==> config.mk <==
export PLATFORM = sky130hd
export DESIGN_NAME = cdsi_cull
export DESIGN_NICKNAME = d
export VERILOG_FILES = /design/src/sv/cdsi_pkg.sv /design/src/sv/cdsi_cull.sv
export SDC_FILE = /design/constraint.sdc
export NUM_CORES = 1
export LEC_CHECK = 0
export ABC_AREA = 1
export BUFFER_PORTS_ARGS = -buffer_cell sky130_fd_sc_hd__buf_2
export CAP_MARGIN = 20
export CORE_ASPECT_RATIO = 1.2
export CORE_MARGIN = 2
export CORE_UTILIZATION = 40
export DETAILED_ROUTE_END_ITERATION = 10
export GPL_TIMING_DRIVEN = 0
export PLACE_DENSITY = 0.57
export SLEW_MARGIN = 0
export SYNTH_ARGS = -nofsm -noshare
export SYNTH_HDL_FRONTEND = slang
export SYNTH_SLANG_ARGS = --single-unit
==> constraint.sdc <==
create_clock -name vclk -period 4.7
set_input_delay 0.235 -clock vclk [all_inputs]
set_output_delay 0.235 -clock vclk [all_outputs]
set_load 0.1 [all_outputs]
==> src/sv/cdsi_pkg.sv <==
// Shared types and codes for the depth-sorted render list.
// Used by every module of the block; depends on nothing.
`default_nettype none

package cdsi_pkg;

  localparam int LIST_DEPTH_DEF = 64;

  localparam int TAG_W    = 10;
  localparam int DEPTH_W  = 16;
  localparam int POS_W    = 16;
  localparam int EXT_W    = 15;
  localparam int HALF_W   = 15;
  localparam int STATUS_W = 3;
  localparam int TOTAL_W  = 7;

  localparam logic [1:0] CMD_CLEAR  = 2'd0;
  localparam logic [1:0] CMD_INSERT = 2'd1;
  localparam logic [1:0] CMD_READ   = 2'd2;

  localparam logic [STATUS_W-1:0] ST_OK     = 3'd0;
  localparam logic [STATUS_W-1:0] ST_CULLED = 3'd1;
  localparam logic [STATUS_W-1:0] ST_FULL   = 3'd2;
  localparam logic [STATUS_W-1:0] ST_ENTRY  = 3'd3;
  localparam logic [STATUS_W-1:0] ST_EMPTY  = 3'd4;

  localparam logic REG_HALF_W = 1'b0;
  localparam logic REG_HALF_H = 1'b1;

  localparam logic [HALF_W-1:0] HALF_W_RESET = 15'd1920;
  localparam logic [HALF_W-1:0] HALF_H_RESET = 15'd1280;

  typedef struct packed {
    logic [TAG_W-1:0]          tag;
    logic signed [DEPTH_W-1:0] depth;
  } cdsi_entry_t;

  // Broadcast from the list controller to every cell of the chain.
  typedef struct packed {
    logic        insert_en;
    logic        rotate_en;
    cdsi_entry_t new_entry;
  } cdsi_ctl_t;

endpackage

`default_nettype wire

==> src/sv/cdsi_cull.sv <==
// Screen-rectangle cull test on doubled coordinates.
// Depends on cdsi_pkg for field widths.
`default_nettype none

module cdsi_cull (
  input  wire logic signed [cdsi_pkg::POS_W-1:0] pos_x,
  input  wire logic signed [cdsi_pkg::POS_W-1:0] pos_y,
  input  wire logic [cdsi_pkg::EXT_W-1:0]        extent_w,
  input  wire logic [cdsi_pkg::EXT_W-1:0]        extent_h,
  input  wire logic [cdsi_pkg::HALF_W-1:0]       half_w,
  input  wire logic [cdsi_pkg::HALF_W-1:0]       half_h,
  output logic                                   culled
);
  import cdsi_pkg::*;

  // 18 bits hold every doubled position plus or minus an extent exactly.
  logic signed [17:0] x2, y2, w18, h18, bx, by;
  logic signed [17:0] x_lo, x_hi, y_lo, y_hi;

  always_comb begin
    x2   = {pos_x[POS_W-1], pos_x, 1'b0};
    y2   = {pos_y[POS_W-1], pos_y, 1'b0};
    w18  = {3'b000, extent_w};
    h18  = {3'b000, extent_h};
    bx   = {2'b00, half_w, 1'b0};
    by   = {2'b00, half_h, 1'b0};
    x_lo = x2 - w18;
    x_hi = x2 + w18;
    y_lo = y2 - h18;
    y_hi = y2 + h18;
    culled = (x_lo > bx) || (x_hi < -bx) || (y_lo > by) || (y_hi < -by);
  end

endmodule

`default_nettype wire

## Yosys cells after proc, flatten, opt, wreduce, memory -nomap -nowiden

Cells that the tools add are included.

| operators by class | value |
|---|---|
| $add $sub $neg | 6 |
| magnitude comparators | 4 |
| reduce and logical (&&, ||, !) cells | 3 |

Operators with widths:

| operator | number |
|---|---|
| 17-bit by 16-bit adder with 18-bit output | 2 |
| 18-bit by 17-bit > comparator with 1-bit output | 2 |
| 18-bit less-than comparator | 2 |
| 16-bit negation with 18-bit output | 2 |
| 17-bit by 16-bit subtractor with 18-bit output | 2 |
| 1-bit logical OR | 3 |

| word-level totals | value |
|---|---|
| register bits | 0 |
| input port bits | 92 |
| word-level logic and storage cells | 13 |

## Logic depth before layout (Yosys ltp)

| depth | value |
|---|---|
| depth after elaboration | 5 |
| depth in mapped cells | 26 |
| depth with buffers taken out | 25 |

## Worst setup path after synthesis

No wires, ideal clock.

| timing | value |
|---|---|
| path type | input to output |
| from | input port pos_x[0] (netlist bit) |
| to | output port culled |
| data arrival time | 3.159 ns |
| slack | 1.306 ns |
| cell stages on the path | 20 |
| buffers on the path | 0 |
| cell sequence | ha_1 fa_1 nand3_1 nand2_1 a21boi_2 o21ai_1 a31oi_1 xor2_1 ha_1 nand2_1 inv_1 o21ai_0 nand2_1 a21oi_1 nand3_1 nand2_1 nand2_1 nand2_1 nor2_1 nand2_1 |

| on the way | value |
|---|---|
| cells in the longest elaborated chain, start to end | 5 |
| elaborated cells on any way between the ends | 7 |

Ends and longest elaborated chain:

| what | line | source |
|---|---|---|
| start: declaration | cdsi_cull.sv:6 | `input wire logic signed [cdsi_pkg::POS_W-1:0] pos_x,` |
| 17-bit by 16-bit subtractor with 18-bit output / 17-bit by 16-bit adder with 18-bit output (equally long branches) | cdsi_cull.sv:27, cdsi_cull.sv:28 |  |
| 18-bit by 17-bit > comparator with 1-bit output / 18-bit less-than comparator (equally long branches) | cdsi_cull.sv:31 | `culled = (x_lo > bx) \|\| (x_hi < -bx) \|\| (y_lo > by) \|\| (y_hi < -by);` |
| 1-bit logical OR * (3 in a row) | cdsi_cull.sv:31 |  |
| end: declaration | cdsi_cull.sv:12 | `output logic culled` |

Every way passes the cells marked *; elsewhere a longest branch is shown, timed or not.

## Worst setup path after layout

| timing | value |
|---|---|
| from | input port pos_y[11] (netlist bit) |
| to | output port culled |

| on the way | value |
|---|---|
| cells in the longest elaborated chain, start to end | 4 |
| elaborated cells on any way between the ends | 6 |

Ends and longest elaborated chain:

| what | line | source |
|---|---|---|
| start: declaration | cdsi_cull.sv:7 | `input wire logic signed [cdsi_pkg::POS_W-1:0] pos_y,` |
| 17-bit by 16-bit subtractor with 18-bit output | cdsi_cull.sv:29 | `y_lo = y2 - h18;` |
| 18-bit by 17-bit > comparator with 1-bit output | cdsi_cull.sv:31 |  |
| 1-bit logical OR | cdsi_cull.sv:31 |  |
| 1-bit logical OR * | cdsi_cull.sv:31 |  |

Marks and branches as above.

==> results.ini <==
[status]
status=finished clean

[placed_design]
place_congestion=0.910
dpl.hpwl_mm=12.3
io_buffers=91

[sta]
min_period_over_period_pct=82.7
period_minus_slack_ps=3890
hold_viol_final=0
tns_ps=0
fmax_mhz=257
rsz0062_at_grt=no
maxSlewViolCount=0
relSlewSlack_pct=67.9
worstMarginPinSlew_ps=485
setup_viol=0

[setup_path]
worstPathCellList=buf_2 > ha_1 > inv_1 > nand2_1 > nor3_1 > nand3_1 > nand3_1 > nand3_1 > nand2_1 > a21oi_1 > ha_1 > nand2_1 > inv_1 > nand3_1 > nor2_1 > nand4_1 > nand4_1 > nand2_1 > nand2_1 > nor2_1 > nand2_1 > buf_2
crit_path_frequent_cell=nand2_1
slowest_delay_ps=430
cp.arrival_ps=3650
startpoint_type=input port
worst-setup-path-type=in -> out
end_kind=output port
cp.required_ps=4470
crit_fanout=7
crit_path_top_delay_cell=buf_2

[cells_and_area]
final_common_cell=nand2_1
nets=1130
syn_to_final_growth_pct=12.6
multi_input_area_um2=4590
seq_area_um2=0
final_cell_mix=174 x nand2_1, 132 x inv_1, 120 x ha_1, 95 x buf_2, 75 x xor2_1
seq_cells=0
clock_buffers=0
diodes=0
nFillCells=1443
drive_gt1_share_pct=17.9

[power]
p_clk_share_pct=0
power_frac_seq_pct=0
p_sw_share_pct=61.0
p_int_mw=0.302
power_density_nw_per_um2=132
ir_drop_uv=53.0
p_leak_nw=3.38
switchingPower_mw=0.472
power_frac_comb_pct=100.0
power_mw=0.775

[global_routing]
grt_max_degree=9
grt_antenna_before_repair=0
grt_overflow=0
first_global_vias=5252
grt_pass1_wl_mm=22.3
track_usage_pct=19.2

[synth]
synth_warnings=0
mappedNetlistArea_um2=5230
avgSynthCellArea_um2=6.37
syn_nets=1037
synth_cell_type_count=47
syn_inst=821
synth_seq_area_share_pct=0

[cts]
post-cts-setup-buffer-count=0
hold_buffers=0
cts_resized=0

[floorplanning]
core_um2=12700
die_area_um2=14000
start_util_pct=41.1
num_io_pins=93
rows=45
die_y_um=129
die_w_um=108

[detailed_routing]
drtAntennaViolNets=0
wl_mm=13.4
drc=0
dr_total_vias=5272
drt-vias-per-instance=4.90
wl_per_cell_um=12.4
drt_pass1_iterations=4
drt_iter0_markers=128

[min_path]
hp-class=in -> out

[run]
max_cap_viol_count=0

power groups by stage:
stage / registers (mW) / logic, mW / clock network, mW
global route: 0 / 0.902 / 0
detailed placement: 0 / 0.784 / 0
global placement: 0 / 0.779 / 0
finish: 0 / 0.775 / 0
floorplan: 0 / 0.573 / 0
CTS: 0 / 0.788 / 0
cell type report:
cell class         instances  area share (%)
multi-input cells        663            78.0
repair buffers            91            7.74
inverters                143            9.12
plain buffers             15            1.70
well taps                164            3.49
cells in the mapped netlist (2+ instances only):
master | count | area share [%]
a211oi_1 | 2 | 0.29
a21boi_1 | 2 | 0.29
a21boi_2 | 4 | 0.86
a21o_1 | 2 | 0.29
a21oi_1 | 67 | 6.4
a21oi_2 | 4 | 0.67
a31oi_1 | 4 | 0.48
buf_2 | 4 | 0.38
buf_4 | 8 | 1.1
fa_1 | 4 | 1.5
ha_1 | 120 | 29
inv_1 | 132 | 9.5
inv_2 | 10 | 0.72
nand2_1 | 174 | 12
nand2_2 | 4 | 0.48
nand3_1 | 41 | 3.9
nand3_2 | 8 | 1.5
nand4_1 | 10 | 1.2
nor2_1 | 58 | 4.2
nor2_2 | 4 | 0.48
nor2_4 | 2 | 0.43
nor3_1 | 18 | 1.7
nor3_2 | 6 | 1.1
nor3_4 | 2 | 0.62
o21a_1 | 3 | 0.43
o21ai_0 | 19 | 1.8
o21ai_1 | 6 | 0.57
o21ai_2 | 8 | 1.3
o21bai_1 | 3 | 0.43
xor2_1 | 75 | 13
logic make-up (layout without fill, tap and decap cells):
group	count (synthesis)	after routing	synth area share, %
buffers and inverters	158	249	12.2
AND/OR/NAND/NOR	332	332	29.5
XOR/XNOR	76	76	12.7
AO/OA/AOI/OAI	131	131	15.3
adder cells (fa/ha/maj)	124	124	30.3
path summary, 6_finish.rpt:
kind | endpoint | slack, ps | startpoint | depth (start not counted)
setup / recovery | culled | 810 | pos_y[11] | 22
hold / removal | culled | 1100 | pos_x[15] | 5
per-stage QoR:
step	cells	cell area [um^2]	setup WS [ps]	utilization [%]	hold WS (ps)
floorplan	821	5230	1310	-	1070
detailed placement	1076	5890	737	46.3	1110
global route	1076	5890	462	46.3	1150
finish	1076	5890	813	46.3	1100
global placement	1076	5890	754	46.3	1110
CTS	1076	5890	726	46.3	1110
critical path, delay by kind of cell:
family | cells | cell delay (ps)
AOI/OAI and AO/OA | 1 | 90
adders and majority gates | 2 | 750
buffers and inverters | 4 | 780
and+or+nand+nor | 15 | 1780
routing by layer:
metal  wire, um  up-vias  GRT usage (%)
met3        330       19          0.151
li1           -     2847              -
met4        308        0           3.92
met1       5430     2319           21.6
met5          0        -              0
met2       7300       87           39.8
No activity file was read; power rests on OpenSTA's default activity.
