==> src/sv/cdsi_pkg.sv <==
// Shared types and codes for the depth-sorted render list.
// Used by every module of the block; depends on nothing.
`default_nettype none

package cdsi_pkg;

  localparam int LIST_DEPTH_DEF = 64;

  localparam int TAG_W    = 10;
  localparam int DEPTH_W  = 16;
  localparam int POS_W    = 16;
  localparam int EXT_W    = 15;
  localparam int HALF_W   = 15;
  localparam int STATUS_W = 3;
  localparam int TOTAL_W  = 7;

  localparam logic [1:0] CMD_CLEAR  = 2'd0;
  localparam logic [1:0] CMD_INSERT = 2'd1;
  localparam logic [1:0] CMD_READ   = 2'd2;

  localparam logic [STATUS_W-1:0] ST_OK     = 3'd0;
  localparam logic [STATUS_W-1:0] ST_CULLED = 3'd1;
  localparam logic [STATUS_W-1:0] ST_FULL   = 3'd2;
  localparam logic [STATUS_W-1:0] ST_ENTRY  = 3'd3;
  localparam logic [STATUS_W-1:0] ST_EMPTY  = 3'd4;

  localparam logic REG_HALF_W = 1'b0;
  localparam logic REG_HALF_H = 1'b1;

  localparam logic [HALF_W-1:0] HALF_W_RESET = 15'd1920;
  localparam logic [HALF_W-1:0] HALF_H_RESET = 15'd1280;

  typedef struct packed {
    logic [TAG_W-1:0]          tag;
    logic signed [DEPTH_W-1:0] depth;
  } cdsi_entry_t;

  // Broadcast from the list controller to every cell of the chain.
  typedef struct packed {
    logic        insert_en;
    logic        rotate_en;
    cdsi_entry_t new_entry;
  } cdsi_ctl_t;

endpackage

`default_nettype wire

==> src/sv/cdsi_cell.sv <==
// One cell of the sorted list chain: holds a single entry.
// On insert it keeps, takes the new entry or takes its left neighbor;
// on readout it rotates toward the head. Depends on cdsi_pkg.
`default_nettype none

module cdsi_cell #(
  parameter int LIST_DEPTH = cdsi_pkg::LIST_DEPTH_DEF,
  parameter int INDEX      = 0,
  localparam int IDX_W     = (LIST_DEPTH > 1) ? $clog2(LIST_DEPTH) : 1,
  localparam int CNT_W     = $clog2(LIST_DEPTH + 1)
) (
  input  wire logic                  clk,
  input  wire cdsi_pkg::cdsi_ctl_t   ctl,
  input  wire logic [CNT_W-1:0]      lo,
  input  wire logic [CNT_W-1:0]      hi,
  input  wire logic [IDX_W-1:0]      tail_idx,
  input  wire logic                  ins_prev,
  input  wire cdsi_pkg::cdsi_entry_t prev_entry,
  input  wire cdsi_pkg::cdsi_entry_t next_entry,
  input  wire cdsi_pkg::cdsi_entry_t head_entry,
  output cdsi_pkg::cdsi_entry_t      entry,
  output logic                       ins
);
  import cdsi_pkg::*;

  logic is_tail;

  // The insert flag is false before the insert point and true from it on,
  // so the first cell that raises it takes the new entry.
  always_comb begin
    ins = (CNT_W'(INDEX) >= hi) ||
          ((CNT_W'(INDEX) >= lo) && (entry.depth > ctl.new_entry.depth));
    is_tail = (IDX_W'(INDEX) == tail_idx);
  end

  always_ff @(posedge clk) begin
    if (ctl.insert_en) begin
      if (ins_prev) begin
        entry <= prev_entry;
      end else if (ins) begin
        entry <= ctl.new_entry;
      end
    end else if (ctl.rotate_en) begin
      entry <= is_tail ? head_entry : next_entry;
    end
  end

endmodule

`default_nettype wire

==> config.mk <==
export PLATFORM = sky130hd
export DESIGN_NAME = cdsi_cell
export DESIGN_NICKNAME = d
export VERILOG_FILES = /design/src/sv/cdsi_pkg.sv /design/src/sv/cdsi_cell.sv
export SDC_FILE = /design/constraint.sdc
export NUM_CORES = 1
export LEC_CHECK = 0
export BUFFER_PORTS_ARGS = -buffer_cell sky130_fd_sc_hd__buf_2
export CAP_MARGIN = 5
export CORE_ASPECT_RATIO = 0.8
export CORE_MARGIN = 3
export CORE_UTILIZATION = 47
export CTS_BUF_LIST = sky130_fd_sc_hd__clkbuf_4 sky130_fd_sc_hd__clkbuf_8
export DETAILED_ROUTE_END_ITERATION = 6
export PLACE_DENSITY_LB_ADDON = 0.3
export SYNTH_ARGS = -nofsm -noshare
export SYNTH_HDL_FRONTEND = slang
export SYNTH_SLANG_ARGS = --single-unit
==> constraint.sdc <==
create_clock -name clk -period 6.7 [get_ports clk]
set_input_delay 1.005 -clock clk [delete_from_list [all_inputs] [get_ports clk]]
set_output_delay 1.005 -clock clk [all_outputs]
set_load 0.01 [all_outputs]
## After elaboration in Yosys (flattened, before gate mapping)

Cells that the tools add are included.

- Equal/unequal tests: 1
- Reduce and logical (&&, ||, !) cells: 5
- Order comparisons: 3
- Muxes and demuxes: 5

Operators with widths:

| cell | count |
|---|---|
| $mux W26 | 5 |
| $gt A16 B16 Y1 | 1 |
| $ge A1 B7 Y1 const A | 2 |
| $logic_not A6 Y1 | 1 |
| $ne A3 B1 Y1 const B | 1 |
| $reduce_and A2 Y1 | 1 |
| $reduce_bool A2 Y1 | 1 |
| $logic_and A1 B1 Y1 | 1 |
| $logic_or A1 B1 Y1 | 1 |

- Register bits after elaboration: 26
- Output and inout bits: 27

## Depth between registers and ports, before layout

- Depth in word-level cells: 6
- Mapped depth: 7

## Worst setup path before layout

OpenSTA, ideal clock, no wires.

- Kind: in2reg
- Start: input ctl[15] (netlist name)
- End: register entry[0] (netlist name), enable pin
- Required time: 6.275 ns
- Buffers on the path: 0
- Cell stages on the path: 7
- Arrival: 3.955 ns
- Path slack: 2.320 ns
- Cells stage by stage: inv_1 > ha_1 > nand4_2 > nor3_1 > a2111o_1 > or4b_4 > a31oi_1

- Cells in the longest elaborated chain, start to end: 5

Ends and longest elaborated chain:

| item | RTL line | text |
|---|---|---|
| start, declared | cdsi_cell.sv:13 | `input wire cdsi_pkg::cdsi_ctl_t ctl,` |
| $gt A16 B16 Y1 | cdsi_cell.sv:32 | `((CNT_W'(INDEX) >= lo) && (entry.depth > ctl.new_entry.depth));` |
| $logic_and A1 B1 Y1 | cdsi_cell.sv:32 |  |
| $logic_or A1 B1 Y1 | cdsi_cell.sv:31 | `ins = (CNT_W'(INDEX) >= hi) \|\|` |
| $ne A3 B1 Y1 (no source line) | n/a |  |
| $reduce_and A2 Y1 (no source line) | n/a |  |
| end signal, assigned | cdsi_cell.sv:39 | `entry <= prev_entry;` |
| end signal, assigned | cdsi_cell.sv:41 | `entry <= ctl.new_entry;` |
| end signal, assigned | cdsi_cell.sv:44 | `entry <= is_tail ? head_entry : next_entry;` |
| end, declared | cdsi_cell.sv:21 | `output cdsi_pkg::cdsi_entry_t entry,` |

Every way passes these cells.
A chain may end at the register's enable or synchronous reset.

## Final worst setup path

- Start: input ctl[15] (netlist name)
- End: output ins

- Cells in the longest elaborated chain, start to end: 3

Ends and longest elaborated chain:

| item | RTL line | text |
|---|---|---|
| $gt A16 B16 Y1 | cdsi_cell.sv:32 |  |
| $logic_and A1 B1 Y1 | cdsi_cell.sv:32 |  |
| $logic_or A1 B1 Y1 | cdsi_cell.sv:31 |  |
| end, declared | cdsi_cell.sv:22 | `output logic ins` |

Every way passes these cells.

==> results.ini <==
[sta]
hold_violations=0
fmax_ghz=0.257
period_needed_ps=3890
slew_viol_final=0
finalCritPeriodShare_pct=58.0
setup_viol=0
setup_tns_ps=0
tightest_slew_ps=877
relSlewSlack_pct=41.5
holdWs_ps=1070
clock_skew_ps=5.24
grt_setup_unrepaired=no

[detailed_routing]
wire_per_inst_um=13.6
via_per_inst=5.04
routed-via-count=2115
dr_wl_met2_mm=2.84
drt_pre_antenna_iters=4
met3WireLength_um=571
routed.top_layer=met4
final_antenna_net_count=0
drcViolationCount=0
dr.first_iter.drc_count=42
drt_wl_total_mm=5.70
m1WireLength_mm=2.25

[worst_setup_path]
required_ps=5690
endpoint_kind=output pin
critPathArrivalTime_ps=2880
worst-setup-path-type=input pin to output pin
cp_max_fo=4
r2r_cells=6
critical_path.startpoint_type=input pin

[min_path]
min_path_type=input pin to flip-flop
min_path_cells=3

[placement]
hpwl_mm=4.63
place_congestion=0.713
placed_cells=416
io_buffers=154

[logic_synthesis]
synth-seq-cells=26
synthAdderAreaFrac_pct=8.72
synth_commonest_cells=nor2b_1 (27), edfxtp_1 (26), mux2i_1 (26), a211oi_2 (20), a21oi_2 (20)
synthXorXnorAreaFrac_pct=0
synth.largest_area_cell=edfxtp_1
synthArstFlopShare_pct=0
yosysWarningCount=0
yosys.area_share.simple_pct=14.1
synth_area_leaders=edfxtp_1 (34%), mux2i_1 (11%), a211oi_2 (11%), ha_1 (8.7%), a21oi_2 (7.6%)
synth_cells=214
synth-compound-area-share_pct=25.6
ys_types=32
netlist.area_leader.share_pct=34.0
muxShareOfSynthArea_pct=11.3
synth_area_um2=2300
ys_seq_area_share_pct=34.0
avgSynthCellArea_um2=10.7
synth_top_family_by_area=compound AO/OA/AOI/OAI gates
ys.flop_type=edfxtp_1
synth_most_common_cell=nor2b_1
syn_nets=358
synth_edf_count=26

[grt]
antenna_found_initial=0
grt_overflow=0
first_global_vias=1959
grt_max_degree=55
grt_pass1_wl_mm=8.85
grt_usage_pct=19.2

[final_layout]
regMostFlops=entry
fin_util_pct=67.9
drive_above_1_share_pct=56.9
largest_reg_flops=26
n_antenna_cell=0
fin_cells=420
reg_top3=entry x26
area_growth_pct=37.7
nets=505

[power]
p_per_area_nw_per_um2=160
p_leak_uw=0.00152
peakVddDrop_uv=90.0

[floorplan]
die_y_um=68.5
core_um2=4650
die-area_um2=5760
die_width_um=84.1
io_pins=155
std_cell_rows=22
start_util_pct=49.4

[clock_network]
cts-root-buf=clkbuf_8
cts_setup_buffers=0
htree_levels=1
clk_pin_slew_ps=90
cts_hold_buf=0
cts-buffers-inserted=3
clock_latency_ps=270
clkSinkCount=26
tritoncts=built
clockBufferDepth=2
cts_resized=0

[outcome]
status=complete, no violations

[flow_run]
cap_violations=0

[cells in the final DEF (no fill, tap or decap), drive strengths merged]
| cell | count |
|---|---|
| a21o | 1 |
| a21oi | 33 |
| nand3 | 1 |
| a21boi | 1 |
| or4b | 1 |
| a2111o | 1 |
| nor4 | 3 |
| ha | 16 |
| o21ai | 1 |
| and3b | 1 |
| edfxtp | 26 |
| nor3 | 5 |
| or2b | 1 |
| mux2i | 26 |
| clkbuf | 3 |
| o211ai | 2 |
| buf | 156 |
| nor2 | 2 |
| a211oi | 26 |
| bufinv | 1 |
| nor2b | 27 |
| and4 | 1 |
| a31oi | 1 |
| inv | 16 |
| or4 | 1 |
| nand4 | 2 |
| nand2 | 5 |
[cells by family after synthesis]
| group | Yosys count |
|---|---|
| AO/OA/AOI/OAI | 66 |
| AND/OR/NAND/NOR | 50 |
| buffers and inverters | 30 |
| multiplexers | 26 |
| flip-flops | 26 |
| adder cells (fa/ha/maj) | 16 |
[area by class of cell]
cell class | instances | area [µm²]
Multi-Input combinational cell | 158 | 1390
Inverter | 16 | 60.1
Clock inverter | 1 | 30.0
Timing Repair Buffer | 156 | 786
Sequential cell | 26 | 781
Tap cell | 60 | 75.1
Clock buffer | 3 | 41.3
Fill cell | 384 | 1490
[path summary, 6_finish.rpt]
| path | startpoint | to | slack, ps |
|---|---|---|---|
| max | ctl[15] | ins | 2810 |
| min | head_entry[23] | entry[23] | 1070 |
| max reg2reg | entry[14] | entry[11] | 3700 |
| min reg2reg | entry[15] | entry[2] | 1290 |
[worst max-delay path, stage by stage]
cell and delay, ps:
buf_2 90, inv_1 60, ha_1 330, nand4_2 130
nor3_1 60, a2111o_1 420, or4b_4 550, nand3_1 100
buf_2 140
[layer usage]
metal  track usage, %  vias up
met3             6.41        4
met4             3.82        0
met2             35.4       89
met5                0        -
met1             22.2      923
li1                 -     1099
[stage by stage]
step           setup WS [ps]  area [µm²]  total power (µW)
2_1_floorplan           2320        2300               308
3_3_place_gp            2830        3090               379
3_5_place_dp            2820        3090               384
4_1_cts                 2810        3160               515
5_1_grt                 2710        3160               540
6_report                2810        3160               507
[report_power, final]
group	internal [µW]	switching, µW
sequential	205	8.80
clock	79.9	49.5
combinational	80.8	83.1
Power figures use the tool's default switching activity.
